## src/design/dqs_pkg.sv

```systemverilog
// ----------------------------------------------------------------------------
// dqs_pkg
// shared sizes, codes and helpers for the double-ended queue store
// ----------------------------------------------------------------------------
package dqs_pkg;

  localparam int DEPTH    = 16;
  localparam int IDX_W    = $clog2(DEPTH);
  localparam int CNT_W    = $clog2(DEPTH + 1);
  localparam int VAL_W    = 32;
  localparam int OCC_W    = 5;
  localparam int CMD_W    = 3;
  localparam int STS_W    = 2;
  localparam int M_DATA_W = 40;

  typedef enum logic [CMD_W-1:0] {
    CMD_PUSH_FRONT = 3'd0,
    CMD_PUSH_REAR  = 3'd1,
    CMD_POP_FRONT  = 3'd2,
    CMD_POP_REAR   = 3'd3,
    CMD_DUMP       = 3'd4
  } cmd_e;

  typedef enum logic [STS_W-1:0] {
    STS_OK    = 2'd0,
    STS_EMPTY = 2'd1,
    STS_OVER  = 2'd2
  } sts_e;

  typedef enum logic [1:0] {
    ST_IDLE,
    ST_POP,
    ST_DUMP
  } state_e;

  // fold a value below twice the ring size back onto a slot index
  function automatic logic [IDX_W-1:0] wrap_idx(input logic [CNT_W:0] v);
    logic [CNT_W:0] lim;
    lim = (CNT_W + 1)'(DEPTH);
    if (v >= lim) begin
      return IDX_W'(v - lim);
    end
    return IDX_W'(v);
  endfunction

endpackage

```

## src/design/dqs_ram.sv

```systemverilog
// ----------------------------------------------------------------------------
// dqs_ram
// generic single-write, single-read ram with registered read data
// ----------------------------------------------------------------------------
module dqs_ram #(
  parameter int WIDTH = 32,
  parameter int DEPTH = 16
) (
  input  logic                     clk_i,
  input  logic                     we_i,
  input  logic [$clog2(DEPTH)-1:0] waddr_i,
  input  logic [WIDTH-1:0]         wdata_i,
  input  logic                     re_i,
  input  logic [$clog2(DEPTH)-1:0] raddr_i,
  output logic [WIDTH-1:0]         rdata_o
);

  logic [WIDTH-1:0] mem_q [DEPTH];
  logic [WIDTH-1:0] rdata_q;

  always_ff @(posedge clk_i) begin
    if (we_i) begin
      mem_q[waddr_i] <= wdata_i;
    end
    if (re_i) begin
      rdata_q <= mem_q[raddr_i];
    end
  end

  assign rdata_o = rdata_q;

endmodule

```

## src/design/double_ended_queue_store_core.sv

```systemverilog
// ----------------------------------------------------------------------------
// double_ended_queue_store_core
// bounded deque of signed 32-bit values kept in a ring memory
// ----------------------------------------------------------------------------
// Each input item carries a command in tuser and a value in tdata. A push
// answers with the stored value, or with an overflow status when the ring
// is full. A pop reads the element from a ram with registered read data and
// answers with the removed value, or with an empty status. A dump answers an
// empty ring with an empty status; else it starts a ram read and streams one
// element per cycle from front to rear while the output is not stalled, with
// tlast on the final one; the single ram read port sets that pace. Every
// result carries the occupancy after its step. Unused command codes are taken
// and dropped without a result. A new item is taken only in the idle state,
// when the output register is empty or its result is taken in the same cycle.
// ----------------------------------------------------------------------------
module double_ended_queue_store_core
  import dqs_pkg::*;
(
  input  logic                clk_i,
  input  logic                rst_ni,
  input  logic                s_axis_tvalid_i,
  output logic                s_axis_tready_o,
  input  logic [VAL_W-1:0]    s_axis_tdata_i,  // value
  input  logic [CMD_W-1:0]    s_axis_tuser_i,  // command
  output logic                m_axis_tvalid_o,
  input  logic                m_axis_tready_i,
  output logic [M_DATA_W-1:0] m_axis_tdata_o,  // value_res, occupancy, zero pad
  output logic [STS_W-1:0]    m_axis_tuser_o,  // status
  output logic                m_axis_tlast_o
);

  state_e           state_q, state_d;
  logic [IDX_W-1:0] head_q, head_d;
  logic [CNT_W-1:0] count_q, count_d;
  logic [CNT_W-1:0] idx_q, idx_d;
  logic [IDX_W-1:0] ptr_q, ptr_d;

  logic             m_valid_q, m_valid_d;
  sts_e             sts_q, sts_d;
  logic [VAL_W-1:0] val_q, val_d;
  logic             last_q, last_d;
  logic [OCC_W-1:0] occ_q, occ_d;

  logic             out_free;
  logic             accept;
  logic             ram_we, ram_re;
  logic [IDX_W-1:0] ram_waddr, ram_raddr;
  logic [VAL_W-1:0] ram_rdata;
  logic [IDX_W-1:0] head_dec, head_inc, ptr_inc;
  logic             full, empty;

  dqs_ram #(
    .WIDTH(VAL_W),
    .DEPTH(DEPTH)
  ) u_ram (
    .clk_i  (clk_i),
    .we_i   (ram_we),
    .waddr_i(ram_waddr),
    .wdata_i(s_axis_tdata_i),
    .re_i   (ram_re),
    .raddr_i(ram_raddr),
    .rdata_o(ram_rdata)
  );

  assign out_free        = !m_valid_q || m_axis_tready_i;
  assign s_axis_tready_o = (state_q == ST_IDLE) && out_free;
  assign accept          = s_axis_tvalid_i && s_axis_tready_o;
  assign full            = (count_q == CNT_W'(DEPTH));
  assign empty           = (count_q == '0);
  assign head_dec        = (head_q == '0) ? IDX_W'(DEPTH - 1) : head_q - 1'b1;
  assign head_inc        = (head_q == IDX_W'(DEPTH - 1)) ? '0 : head_q + 1'b1;
  assign ptr_inc         = (ptr_q == IDX_W'(DEPTH - 1)) ? '0 : ptr_q + 1'b1;

  always_comb begin
    state_d   = state_q;
    head_d    = head_q;
    count_d   = count_q;
    idx_d     = idx_q;
    ptr_d     = ptr_q;
    m_valid_d = m_valid_q && !m_axis_tready_i;
    sts_d     = sts_q;
    val_d     = val_q;
    last_d    = last_q;
    occ_d     = occ_q;
    ram_we    = 1'b0;
    ram_waddr = head_dec;
    ram_re    = 1'b0;
    ram_raddr = head_q;

    unique case (state_q)
      ST_IDLE: begin
        if (accept) begin
          unique case (cmd_e'(s_axis_tuser_i))
            CMD_PUSH_FRONT, CMD_PUSH_REAR: begin
              m_valid_d = 1'b1;
              last_d    = 1'b1;
              if (full) begin
                sts_d = STS_OVER;
                val_d = '0;
                occ_d = OCC_W'(count_q);
              end else begin
                ram_we = 1'b1;
                if (cmd_e'(s_axis_tuser_i) == CMD_PUSH_FRONT) begin
                  ram_waddr = head_dec;
                  head_d    = head_dec;
                end else begin
                  ram_waddr = wrap_idx((CNT_W + 1)'(head_q) + (CNT_W + 1)'(count_q));
                end
                count_d = count_q + 1'b1;
                sts_d   = STS_OK;
                val_d   = s_axis_tdata_i;
                occ_d   = OCC_W'(count_q + 1'b1);
              end
            end
            CMD_POP_FRONT, CMD_POP_REAR: begin
              if (empty) begin
                m_valid_d = 1'b1;
                last_d    = 1'b1;
                sts_d     = STS_EMPTY;
                val_d     = '0;
                occ_d     = '0;
              end else begin
                ram_re = 1'b1;
                if (cmd_e'(s_axis_tuser_i) == CMD_POP_FRONT) begin
                  ram_raddr = head_q;
                  head_d    = head_inc;
                end else begin
                  ram_raddr = wrap_idx((CNT_W + 1)'(head_q) + (CNT_W + 1)'(count_q)
                                       - 1'b1);
                end
                count_d = count_q - 1'b1;
                state_d = ST_POP;
              end
            end
            CMD_DUMP: begin
              if (empty) begin
                m_valid_d = 1'b1;
                last_d    = 1'b1;
                sts_d     = STS_EMPTY;
                val_d     = '0;
                occ_d     = '0;
              end else begin
                ram_re    = 1'b1;
                ram_raddr = head_q;
                ptr_d     = head_q;
                idx_d     = '0;
                state_d   = ST_DUMP;
              end
            end
            default: begin
            end
          endcase
        end
      end
      ST_POP: begin
        if (out_free) begin
          m_valid_d = 1'b1;
          sts_d     = STS_OK;
          val_d     = ram_rdata;
          last_d    = 1'b1;
          occ_d     = OCC_W'(count_q);
          state_d   = ST_IDLE;
        end
      end
      ST_DUMP: begin
        if (out_free) begin
          m_valid_d = 1'b1;
          sts_d     = STS_OK;
          val_d     = ram_rdata;
          occ_d     = OCC_W'(count_q);
          last_d    = (idx_q == count_q - 1'b1);
          if (idx_q == count_q - 1'b1) begin
            state_d = ST_IDLE;
          end else begin
            ram_re    = 1'b1;
            ram_raddr = ptr_inc;
            ptr_d     = ptr_inc;
            idx_d     = idx_q + 1'b1;
          end
        end
      end
      default: begin
        state_d = ST_IDLE;
      end
    endcase
  end

  always_ff @(posedge clk_i or negedge rst_ni) begin
    if (!rst_ni) begin
      state_q   <= ST_IDLE;
      head_q    <= '0;
      count_q   <= '0;
      m_valid_q <= 1'b0;
    end else begin
      state_q   <= state_d;
      head_q    <= head_d;
      count_q   <= count_d;
      m_valid_q <= m_valid_d;
    end
  end

  always_ff @(posedge clk_i) begin
    idx_q  <= idx_d;
    ptr_q  <= ptr_d;
    sts_q  <= sts_d;
    val_q  <= val_d;
    last_q <= last_d;
    occ_q  <= occ_d;
  end

  assign m_axis_tvalid_o = m_valid_q;
  assign m_axis_tdata_o  = {(M_DATA_W - VAL_W - OCC_W)'(0), occ_q, val_q};
  assign m_axis_tuser_o  = sts_q;
  assign m_axis_tlast_o  = last_q;

endmodule
```

## config.mk

```make
export PLATFORM = sky130hd
export DESIGN_NAME = double_ended_queue_store_core
export DESIGN_NICKNAME = d
export VERILOG_FILES = /design/src/design/dqs_pkg.sv /design/src/design/dqs_ram.sv /design/src/design/double_ended_queue_store_core.sv
export SDC_FILE = /design/constraint.sdc
export NUM_CORES = 1
export LEC_CHECK = 0
export BUFFER_PORTS_ARGS = -buffer_cell sky130_fd_sc_hd__buf_2
export CAP_MARGIN = 20
export CORE_ASPECT_RATIO = 1.1
export CORE_MARGIN = 4
export CORE_UTILIZATION = 30
export CTS_CLUSTER_DIAMETER = 30
export DETAILED_ROUTE_END_ITERATION = 16
export PLACE_DENSITY = 0.44
export SLEW_MARGIN = 10
export SYNTH_ARGS = -nofsm -noshare
export SYNTH_HDL_FRONTEND = slang
export SYNTH_SLANG_ARGS = --single-unit
```

## constraint.sdc

```tcl
create_clock -name clk_i -period 10.65 [get_ports clk_i]
set_input_delay 1.065 -clock clk_i [delete_from_list [all_inputs] [get_ports clk_i]]
set_output_delay 1.065 -clock clk_i [all_outputs]
set_load 0.05 [all_outputs]
```

* Word level (Yosys, flattened, before mapping) *
Memory sizes are Yosys's and may differ from the RTL's. A register that Yosys moved wholly into a read port is not among the register bits.
Index checks and enable logic that the tools add are counted.

word-level totals
  register bits = 61
  latch bits = 0
  bits in writable memories = 512
  memory bits (read-only) = 0
  input port bits = 39
  output and inout port bits = 45
  logic and storage cells = 172
  memories = 1

memories
  name         words  bits a word  read ports  clocked after Yosys merged registers in  write ports  line           text
  u_ram.mem_q  16     32           1           1                                        1            dqs_ram.sv:18  logic [WIDTH-1:0] mem_q [DEPTH];

operators by class
  $add $sub $neg = 10
  $mul = 0
  div/mod/pow operators = 0
  $lt $le $gt $ge = 2
  eq/ne operators = 27
  shifts and indexed selects = 0
  muxes and demuxes = 98
  bitwise operators = 0
  reduce and logical (&&, ||, !) cells = 24

operators by type and width
  operator                                             number
  two-way mux 32 bit                                   4
  case mux 32 bit (2 select lines)                     2
  two-way mux 4 bit                                    27
  two-way mux 5 bit                                    10
  case mux 5 bit (2 select lines)                      4
  two-way mux 1 bit                                    30
  case mux 4 bit (2 select lines)                      3
  inequality test 2 bit, second input constant         10
  two-way mux 2 bit                                    9
  AND reduction 7 bit                                  2
  >= comparator 6 x 5 -> 1 bit, second input constant  2
  case mux 2 bit (2 select lines)                      3
  AND reduction 6 bit                                  2
  subtractor 4 x 1 -> 4 bit, second input constant     3
  adder 5 x 1 -> 5 bit, second input constant          2
  inequality test 3 bit, second input constant         3
  adder 4 x 1 -> 4 bit, second input constant          2
  == test 4 bit, second input constant                 2
  case mux 1 bit (2 select lines)                      4
  adder 4 x 5 -> 6 bit                                 1
  == test 3 x 2 -> 1 bit, second input constant        2
  case mux 2 bit (3 select lines)                      1
  nonzero test 2 bit                                   3
  OR reduction 2 bit                                   3
  other kinds (23)                                     27

* Longest topological paths before layout *
Gate-level depths: netlist of the first run.

  word-level depth = 15
  depth in mapped cells = 16
  depth with buffers taken out = 10

* Cells and area by module *
Synthesis of the first run repeated with hierarchy kept, for this count alone.

unflattened totals
  cells, all modules = 1,178
  area, all modules = 23,874.1 µm²

by module, submodules not included
  module                         times used  cells an instance  area each (µm²)  sequential area each (µm²)
  dqs_ram                        1           838                20,155.6         16,335.7
  double_ended_queue_store_core  1           340                3,718.6          1,771.7

* Least setup slack after synthesis of the first run *
Ideal clock, no wire load.

  kind = in2reg
  start = input port s_axis_tuser_i[1]
  end = register sts_q[0], in the netlist m_axis_tuser_o[0], enable pin
  setup time = 0.494 ns
  arrival = 4.617 ns
  required time = 10.156 ns
  setup slack = 5.539 ns
  stages = 6
  path through = clkbuf_1 -> nor2b_1 -> a2bb2oi_1 -> nor2_1 -> nor2_1 -> a211oi_1

between the ends
  cells in the longest elaborated chain, start to end = 4

ends and longest elaborated chain
  what                                                                               line                                  text
  from (decl)                                                                        double_ended_queue_store_core.sv:24   input logic [CMD_W-1:0] s_axis_tuser_i,
  == test 3 x 2 -> 1 bit (tied with other cells)                                     double_ended_queue_store_core.sv:93   unique case (cmd_e'(s_axis_tuser_i))
  OR reduction 3 bit (no line) or OR reduction 2 bit (tied branches)                 --
  inequality test 3 bit (no line) or inequality test 3 x 2 -> 1 bit (tied branches)  --
  AND reduction 5 bit (no line) (*)                                                  --
  to (signal assigned)                                                               double_ended_queue_store_core.sv:205  sts_q <= sts_d;
  to (decl)                                                                          double_ended_queue_store_core.sv:39   sts_e sts_q, sts_d;

Every way passes the cells marked *; elsewhere a longest branch is shown, timed or not.
A chain may end at the register's enable or synchronous reset.

* Final worst setup path of the first run *
  start = register count_q[0]
  end = register u_ram.rdata_q[29], in the netlist u_ram.rdata_o[29] (read register of u_ram.mem_q) (data pin)

between the ends
  cells in the longest elaborated chain, start to end = 15

ends and longest elaborated chain
  what                             line                                  text
  from (decl)                      double_ended_queue_store_core.sv:34   logic [CNT_W-1:0] count_q, count_d;
  from (signal assigned)           double_ended_queue_store_core.sv:197  count_q <= count_d;
  adder 4 x 5 -> 6 bit             double_ended_queue_store_core.sv:128  ram_raddr = wrap_idx((CNT_W + 1)'(head_q) + (CNT_W + 1)'(count_q)
  subtractor 6 x 1 -> 6 bit        double_ended_queue_store_core.sv:129  - 1'b1);
  >= comparator 6 x 5 -> 1 bit     dqs_pkg.sv:40                         if (v >= lim) begin
  two-way mux 1 bit                dqs_pkg.sv:40
  two-way mux 1 bit                double_ended_queue_store_core.sv:124  if (cmd_e'(s_axis_tuser_i) == CMD_POP_FRONT) begin
  two-way mux 1 bit                double_ended_queue_store_core.sv:116  if (empty) begin
  two-way mux 1 bit                double_ended_queue_store_core.sv:93
  two-way mux 1 bit                double_ended_queue_store_core.sv:92   if (accept) begin
  two-way mux 1 bit                double_ended_queue_store_core.sv:90   unique case (state_q)
  two-way mux 4 bit                dqs_pkg.sv:43                         return IDX_W'(v);
  two-way mux 4 bit                double_ended_queue_store_core.sv:124
  two-way mux 4 bit                double_ended_queue_store_core.sv:116
  two-way mux 4 bit                --
  two-way mux 4 bit                double_ended_queue_store_core.sv:92
  case mux 4 bit (2 select lines)  double_ended_queue_store_core.sv:90
  to (decl)                        dqs_ram.sv:19                         logic [WIDTH-1:0] rdata_q;

Parallel ways exist; a longest one is shown, timed or not. The select of a mux whose other input is x is not followed.

==> results of run 1 <==
[flip-flops by register name, indices dropped and copies added, names as in the netlist]
| signal | count |
|---|---|
| m_axis_tvalid_o | 1 |
| u_ram.mem_q | 512 |
| idx_q | 5 |
| count_q | 5 |
| m_axis_tuser_o | 2 |
| ptr_q | 4 |
| state_q | 2 |
| m_axis_tlast_o | 1 |
| val_q | 32 |
| occ_q | 5 |
| u_ram.rdata_o | 32 |
| head_q | 4 |
[cells in the final DEF, fill, tap and decap left out, types with 7 or more instances in the layout]
master,n
xnor2_1,13
o2bb2ai_1,33
mux2_2,96
clkbuf_16,134
nor2_1,23
nor3_1,7
mux2i_1,161
buf_4,29
a21oi_1,19
nor2_4,16
dfrtp_1,12
o21ai_0,25
edfxtp_1,593
or4_1,34
nand3_1,12
clkinv_1,27
clkbuf_1,19
a22o_1,65
bufinv_16,15
clkinv_2,20
buf_2,80
nand2_1,44
o22ai_1,66
clkinvlp_4,9
inv_1,12
ha_1,15
[layer usage]
| layer | share of wire [%] | up-vias | GRT usage, % |
|---|---|---|---|
| met5 | 0.020 | - | 0 |
| met4 | 2.4 | 2 | 5.576 |
| met2 | 49 | 328 | 24.76 |
| met1 | 45 | 6978 | 20.23 |
| li1 | - | 6045 | - |
| met3 | 4.2 | 124 | 3.556 |
[cell type report]
| class | count | area share (%) |
|---|---|---|
| multi-input combinational | 712 | 19.64 |
| antenna | 1 | 0.008195 |
| clock inverter | 85 | 3.176 |
| inverter | 12 | 0.1475 |
| sequential | 605 | 59.30 |
| clock buffer | 154 | 11.26 |
| tap | 1054 | 4.319 |
| timing repair buffer | 111 | 2.155 |
[power by group through the flow]
stage	registers, mW	clock network (mW)	logic [mW]
global route	3.14	4.18	3.33
global placement	3.16	0	3.12
CTS	3.12	4.04	3.16
detailed placement	3.16	0	3.14
floorplan	3.40	0	1.93
finish	3.12	3.96	3.09
[how the worst min path moves through the flow]
stage,slack [ns],end,cells past startpoint,start
after floorplan,0.52,val_q[30],1,u_ram.rdata_o[30]
after global placement,0.54,val_q[4],1,u_ram.rdata_o[4]
after detailed placement,0.53,val_q[18],1,u_ram.rdata_o[18]
after CTS,0.23,count_q[3],1,rst_ni
after global routing,0.25,count_q[3],1,rst_ni
final,0.27,count_q[3],1,rst_ni
[worst reg2reg max path: stages (launching register included)]
cell and delay [ns]:
dfrtp_1 0.64, inv_1 0.10, ha_1 0.34, xnor2_1 0.18, o2bb2ai_1 0.16, a2111o_1 0.51
and3_1 0.26, o221ai_4 0.22, buf_12 0.61, buf_12 0.92, mux2_2 0.60, a22o_1 0.23
or4_1 0.40
[cell families after synthesis]
group,synth area share [%]
other,0.01536
and+or+nand+nor,3.797
AOI/OAI and AO/OA,7.219
adders and majority gates,0.9018
buffers and inverters,2.152
xor gates and xnor gates,0.7378
muxes,11.03
DFF,74.15
[through the flow]
step | util [%] | instances | hold slack, ns | area, um^2 | power (mW)
2_1_floorplan | - | 1413 | 0.5184 | 24430 | 5.336
4_1_cts | 37.88 | 2733 | 0.2256 | 30530 | 10.32
6_report | 37.88 | 2734 | 0.2685 | 30540 | 10.17
5_1_grt | 37.88 | 2734 | 0.2497 | 30540 | 10.66
3_5_place_dp | 32.41 | 2494 | 0.5349 | 26130 | 6.304
3_3_place_gp | 32.41 | 2494 | 0.5355 | 26130 | 6.281
==> metrics.txt, run 1 <==
Async SR Flop Fraction 1.983%; Reg-to-Reg End u_ram.rdata_o[29]; Crit path required time 11.08 ns; Clock Power Share 38.9%; outcome finished clean; worst setup path end u_ram.rdata_o[29]; top post-synthesis cells by count edfxtp_1 (593), mux2i_1 (161), mux2_2 (96), o22ai_1 (66), a22o_1 (65); gr usage total 15.30%; most numerous cell in the Yosys netlist edfxtp_1; grt ovf 0; DIE AREA 86030 um^2; delay-heaviest family, CP buffers and inverters; clock sinks 605; Combinational Power Share 30.4%; RSZ-0062 raised after global routing no; Max clock buf depth 3; Crit path arrival time 5.85 ns; H-tree depth 4; r2r startpoint count_q[0]; sw power 3.406 mW; Tcrit/Tclk final 50.84%; # hold bufs at CTS 0; mean area per synthesized cell 17.31 um^2; CP max stage delay 0.71 ns; largest net degree at the start of global routing 137; R2R setup slack 5.24 ns; minimum clock period 5.415 ns; worst-margin pin slew 1.017 ns; Area Growth Syn to Fin 25.04%; DRT Pass-1 Iters 5; Std-Cell Rows 109; Synth area leader edfxtp_1; YS warnings 0; Post-Syn Area 24420 um^2; Crit path depth 12; crit path setup slack, layout 5.235 ns; total CTS buffers 131; peak supply drop 0.2406 mV; slowest stage cell, crit path buf_12; Netlist cell types 57; die height 307.2 um; Vias/cell 4.929; Worst Skew 0.02299 ns; DP Worst Slack 5.053 ns; Worst slew margin 31.76%; Yosys reg bits 605; Bufs and invs on worst path 3; wire per inst 24.04 um; TNS Setup 0 ns; first-pass GRT wire length 95730 um; PwrDens 333.1 nW/um^2; vias in the first global route 14010; top-area cell type share of the netlist area 72.92%; Worst Setup SP count_q[0]; final WL 65710 um; Post-DP HPWL 32920 um; Cells after Synth 1411; max_cap viols 0; DRT antenna net count 0; leakage 10.56 nW; post-CTS sizing 0; Seq pwr share 30.7%; multi-input logic area 5996 um^2; most frequent CP cell buf_12; Crit. End Element flop; Layout Nets 1629; P_int 6.765 mW; Fin. Hold Viols 0; die width 280.0 um; residual DRC count 0; crit-path cells inv_1 > ha_1 > xnor2_1 > o2bb2ai_1 > a2111o_1 > and3_1 > o221ai_4 > buf_12 > buf_12 > mux2_2 > a22o_1 > or4_1; Post-synth EDFFs 593; Final Setup Violations 0; fmax 184.7 MHz; Setup crit start kind flop; Crit Path Max Fanout 136; vias 13480; Setup CP Type flop to flop; port bufs 80; initial antenna violation count 4; Max Slew Vio Count 0; IO Pins 84; initial core utilization 30.30%; Fill cells 7435; Root Driver clkbuf_16; register area 18110 um^2; clock tree from TritonCTS yes; clk slew on worst S/H paths 0.04 ns; Setup Fix Bufs, Post-CTS 0; First DRT Iteration DRCs 750; main flop type after synthesis edfxtp_1; GP Congestion 0.7399; Sw Share 33.49%; core region area 80600 um^2; most area-consuming cells after synthesis edfxtp_1 (73%), mux2i_1 (6.6%), mux2_2 (4.4%), a22o_1 (2.3%), o22ai_1 (1.7%); Reg2Reg Depth 12; clock latency on the worst-skew pair 0.70 ns; share of cells above drive strength 1 25.97%; sequential area share after synthesis 74.15%; Hold Path Class primary input to async pin
No activity file was read; power rests on OpenSTA's default activity.
==> run 2: changes to the inputs <==
- clock period: 10.65 -> 5.3 ns (I/O delays scaled with it)
==> run 2 against run 1 <==
Flip-flop and latch count is the same. Core utilization rose by 0.24 points. Total power is 100% higher. Clock skew shrank 0.00090 ns. Non-clock buffer count is 17 higher. Worst hold slack got worse by 0.044 ns. Fmax rose by 23%. Clock power rose by 98%. Global-route usage decreased by 0.16 points. Critical path depth fell by 1. Register-to-register slack got worse by 4.3 ns. Critical path type unchanged. Critical endpoint is now u_ram.rdata_o[9]. Largest cell class unchanged.
==> metrics.txt, run 2 (same netlist as run 1, synthesis figures left out) <==
grt ovf 0; Area Growth Syn to Fin 25.83%; Fill cells 7441; CP max stage delay 0.61 ns; Antenna Cells 0; PwrDens 662.7 nW/um^2; minimum clock period 4.412 ns; R2R setup slack 0.89 ns; most frequent cells in the layout edfxtp_1 (593), mux2i_1 (161), clkbuf_16 (133); Max Slew Vio Count 0; initial core utilization 30.30%; Largest register FFs 512; max_cap viols 0; peak supply drop 0.4313 mV; residual DRC count 0; Clock Power Share 38.4%; slowest stage cell, crit path dfrtp_1; DRT antenna net count 0; die height 307.2 um; Final Setup Violations 0; worst-margin pin slew 1.007 ns; Hold Path Class primary input to flop; Crit path arrival time 4.82 ns; largest net degree at the start of global routing 78; Combinational Power Share 30.7%; P_int 13.48 mW; clock tree from TritonCTS yes; dpl cell area 26370 um^2; Sw Share 33.78%; Bufs and invs on worst path 2; total CTS buffers 132; H-tree depth 4; DRT Pass-1 Iters 5; Vias/cell 4.906; Worst Skew 0.02209 ns; fmax 226.7 MHz; Crit. End Element flop; Crit path required time 5.71 ns; vias 13480; leakage 10.66 nW; Worst slew margin 32.74%; register area 18110 um^2; clk slew on worst S/H paths 0.04 ns; RSZ-0062 raised after global routing no; Tcrit/Tclk final 83.24%; GP Congestion 0.7553; clock sinks 605; Setup crit start kind flop; clock latency on the worst-skew pair 0.69 ns; Root Driver clkbuf_16; first-pass GRT wire length 94760 um; sw power 6.878 mW; Max clock buf depth 3; First DRT Iteration DRCs 935; outcome finished clean; total chip power 20.36 mW; wire per inst 23.75 um; delay-heaviest family, CP compound AO/OA/AOI/OAI gates; die width 280.0 um; port bufs 80; fin area 30730 um^2; Setup CP Type flop to flop; Fin. Hold Viols 0; DIE AREA 86030 um^2; Crit Path Max Fanout 68; TNS Setup 0 ns; Largest Register u_ram.mem_q; vias in the first global route 13960; most common cell after layout, fill and taps aside edfxtp_1; Post-DP HPWL 34920 um; core region area 80600 um^2; Seq pwr share 30.8%; final WL 65250 um; multi-input logic area 5986 um^2; initial antenna violation count 3; IO Pins 84; Layout Nets 1647; crit-path cells inv_1 > ha_1 > xnor2_1 > o2bb2ai_1 > a2111o_1 > and3_1 > o221ai_4 > buf_12 > mux2_2 > a22o_1 > or4_1; gr usage total 15.14%; Std-Cell Rows 109; share of cells above drive strength 1 27.10%; Setup Fix Bufs, Post-CTS 0
==> run 2: cell count changes in the layout (fill, tap and decap cells not counted), sizes merged <==
cell | previous run | this run
diode | 1 | 0
bufinv | 15 | 13
clkbuf | 154 | 145
clkinv | 56 | 65
dlygate4sd3 | 0 | 1
buf | 111 | 127
clkinvlp | 9 | 10
inv | 17 | 16
==> run 2: worst min-delay path: cells and delay by family <==
kind / cells / cell delay (ns)
buf+inv: 1 / 0.18
simple gates: 3 / 0.17
==> run 2: area by class of cell <==
| class | count | area share, % |
|---|---|---|
| tap | 1054 | 4.292 |
| sequential | 605 | 58.93 |
| clock inverter | 92 | 3.164 |
| timing repair buffer | 128 | 3.013 |
| clock buffer | 145 | 10.98 |
| inverter | 12 | 0.1466 |
| multi-input combinational | 712 | 19.48 |
==> run 2: final timing paths <==
path / to / cells after the start / startpoint
worst min register to register: val_q[4] / 1 / u_ram.rdata_o[4]
min in group asynchronous: m_axis_tvalid_o / 2 / rst_ni
worst min-delay path: count_q[1] / 4 / s_axis_tuser_i[1]
worst max-delay path: u_ram.rdata_o[9] / 11 / count_q[0]
max in group asynchronous: head_q[3] / 2 / rst_ni
worst max register to register: u_ram.rdata_o[9] / 11 / count_q[0]
==> run 2: repair_timing <==
action	in CTS	in global routing
hold buffers	1	0
gates resized for setup	0	0
endpoints found under the hold margin	12	0
==> run 2: metrics by stage <==
step | instances | setup slack [ns] | utilization, % | hold WS (ns)
CTS | 2748 | 0.8544 | 38.12 | 0.1624
global route | 2748 | 0.6124 | 38.12 | 0.1994
floorplan | 1413 | 0.3381 | - | 0.2344
global placement | 2510 | 0.9360 | 32.72 | 0.4495
detailed placement | 2510 | 0.8720 | 32.72 | 0.4625
finish | 2748 | 0.8880 | 38.12 | 0.2248
==> run 2: power groups by stage <==
| stage | clock network, mW | registers [mW] | logic, mW |
|---|---|---|---|
| after floorplan | 0 | 6.84 | 3.88 |
| after global placement | 0 | 6.35 | 6.31 |
| after detailed placement | 0 | 6.36 | 6.32 |
| after CTS | 7.99 | 6.28 | 6.34 |
| after global routing | 8.26 | 6.32 | 6.70 |
| final | 7.83 | 6.27 | 6.26 |
==> run 2: metal layers <==
metal,share of wire [%],GRT usage [%],wire length (um),vias to the layer above
met4,1.7,4.668,1128,2
met2,49,24.82,31810,340
met5,0.020,0,13,-
met1,45,20.07,29290,6973
li1,-,-,-,6077
met3,4.6,3.563,3013,90
==> run 3: changes to the inputs <==
- clock period: 5.3 -> 4.1 ns (I/O delays scaled with it)
==> run 3 against run 2 <==
Core utilization rose by 0.098 points. Clock skew up 0.0046 ns. Largest cell class unchanged. First-iteration DRC count grew 6.4%. Worst hold slack got worse by 0.088 ns. Critical endpoint is now u_ram.rdata_o[28]. Combinational power up 40%.
==> metrics.txt, run 3 (same netlist as run 1, synthesis figures left out) <==
Largest register FFs 512; Crit path required time 4.48 ns; Vias/cell 4.927; peak supply drop 0.3916 mV; largest net degree at the start of global routing 33; Reg2Reg Depth 12; max_cap viols 0; Tcrit/Tclk final 93.28%; Root Driver clkbuf_16; DRT Pass-1 Iters 5; clock tree from TritonCTS yes; clock sinks 605; share of cells above drive strength 1 27.47%; Worst Skew 0.02670 ns; Area Growth Syn to Fin 26.16%; Crit Path Max Fanout 28; IO Pins 84; r2r startpoint count_q[1]; First DRT Iteration DRCs 995; Layout Nets 1659; Reg-to-Reg End u_ram.rdata_o[28]; vias in the first global route 14210; R2R setup slack 0.28 ns; most frequent cells in the layout edfxtp_1 (593), mux2i_1 (161), clkbuf_16 (123); wire per inst 24.16 um; clk slew on worst S/H paths 0.05 ns; Max Slew Vio Count 0; DRT antenna net count 0; most common cell after layout, fill and taps aside edfxtp_1; fmax 261.5 MHz; Fin. Hold Viols 0; PwrDens 849.2 nW/um^2; first-pass GRT wire length 96260 um; core region area 80600 um^2; residual DRC count 0; Largest Register u_ram.mem_q; crit path setup slack, layout 0.2755 ns; Max clock buf depth 3; grt ovf 0; Worst Setup SP count_q[1]; DIE AREA 86030 um^2; outcome finished clean; Worst slew margin 35.64%; Post-DP HPWL 35150 um; worst-margin pin slew 0.9634 ns; Crit. End Element flop; gr usage total 15.31%; worst setup path end u_ram.rdata_o[28]; die width 280.0 um; final WL 66620 um; vias 13580; initial core utilization 30.30%; final hold slack 0.1371 ns; port bufs 80; die height 307.2 um; RSZ-0062 raised after global routing no; Setup CP Type flop to flop; H-tree depth 3; Setup crit start kind flop; DP Worst Slack 0.1409 ns; minimum clock period 3.824 ns; total CTS buffers 119; Final Setup Violations 0; initial antenna violation count 6; Std-Cell Rows 109; Hold Crit Depth 3; GP Congestion 0.7648; leakage 10.68 nW; Crit path arrival time 4.20 ns; clock latency on the worst-skew pair 0.66 ns; Hold Path Class primary input to flop
## run 3: report_power, final
group          total [mW]  internal (mW)  switching, mW  leakage [nW]
logic                8.74           3.34           5.41          3.26
registers            8.04           7.76          0.275          5.51
clock network        9.38           6.28           3.10          1.91
## run 3: layout make-up
| cell class | count | area, um^2 |
|---|---|---|
| clock inverter | 81 | 834.6 |
| antenna | 3 | 7.507 |
| sequential | 605 | 18110 |
| timing repair buffer | 153 | 1381 |
| clock buffer | 137 | 3119 |
| multi-input combinational | 712 | 5992 |
| tap | 1054 | 1319 |
| inverter | 12 | 45.04 |
| fill | 7396 | 49790 |
## run 3: metrics by stage
step / instance area [um^2] / power (mW) / setup TNS [ns] / util, % / instances
after floorplan: 24430 / 13.85 / -2.490 / - / 1413
after global placement: 26800 / 16.88 / 0 / 33.24 / 2533
after detailed placement: 26800 / 16.91 / 0 / 33.24 / 2533
after CTS: 30760 / 26.42 / 0 / 38.16 / 2752
after global routing: 30800 / 27.37 / 0 / 38.21 / 2754
final: 30810 / 26.16 / 0 / 38.22 / 2757
## run 3: worst min-delay path by stage
stage               slack, ns                  to               from
floorplan                0.11          count_q[0]             rst_ni
global placement         0.33     m_axis_tvalid_o             rst_ni
detailed placement       0.33     m_axis_tvalid_o             rst_ni
CTS                      0.08           head_q[3]  s_axis_tuser_i[0]
global route             0.12  u_ram.mem_q[14][8]  s_axis_tdata_i[8]
finish                   0.14           head_q[3]  s_axis_tuser_i[0]
## run 3: timing repair
action                                 in CTS  in global routing
setup buffers                               0                  1
setup endpoints to repair                   0                 30
hold buffers                                1                  0
gates resized for setup                     0                  3
endpoints found under the hold margin      12                  0
## run 3: critical path, cell delays in order (launching register included)
cell and delay, ns:
dfrtp_1 0.38, inv_1 0.13, ha_2 0.30, and3_1 0.18, o2bb2ai_1 0.09, a2111o_1 0.50
and3_1 0.25, o221ai_4 0.24, buf_12 0.23, buf_12 0.24, mux2_2 0.36, a22o_1 0.22
or4_1 0.40
## run 3: per-layer routing
layer | global-route usage [%] | vias up | part of all wire (%)
li1 | - | 6097 | -
met3 | 2.904 | 108 | 4.8
met1 | 20.86 | 7037 | 45
met4 | 4.904 | 4 | 2.1
met5 | 0 | - | 0.047
met2 | 24.86 | 337 | 48
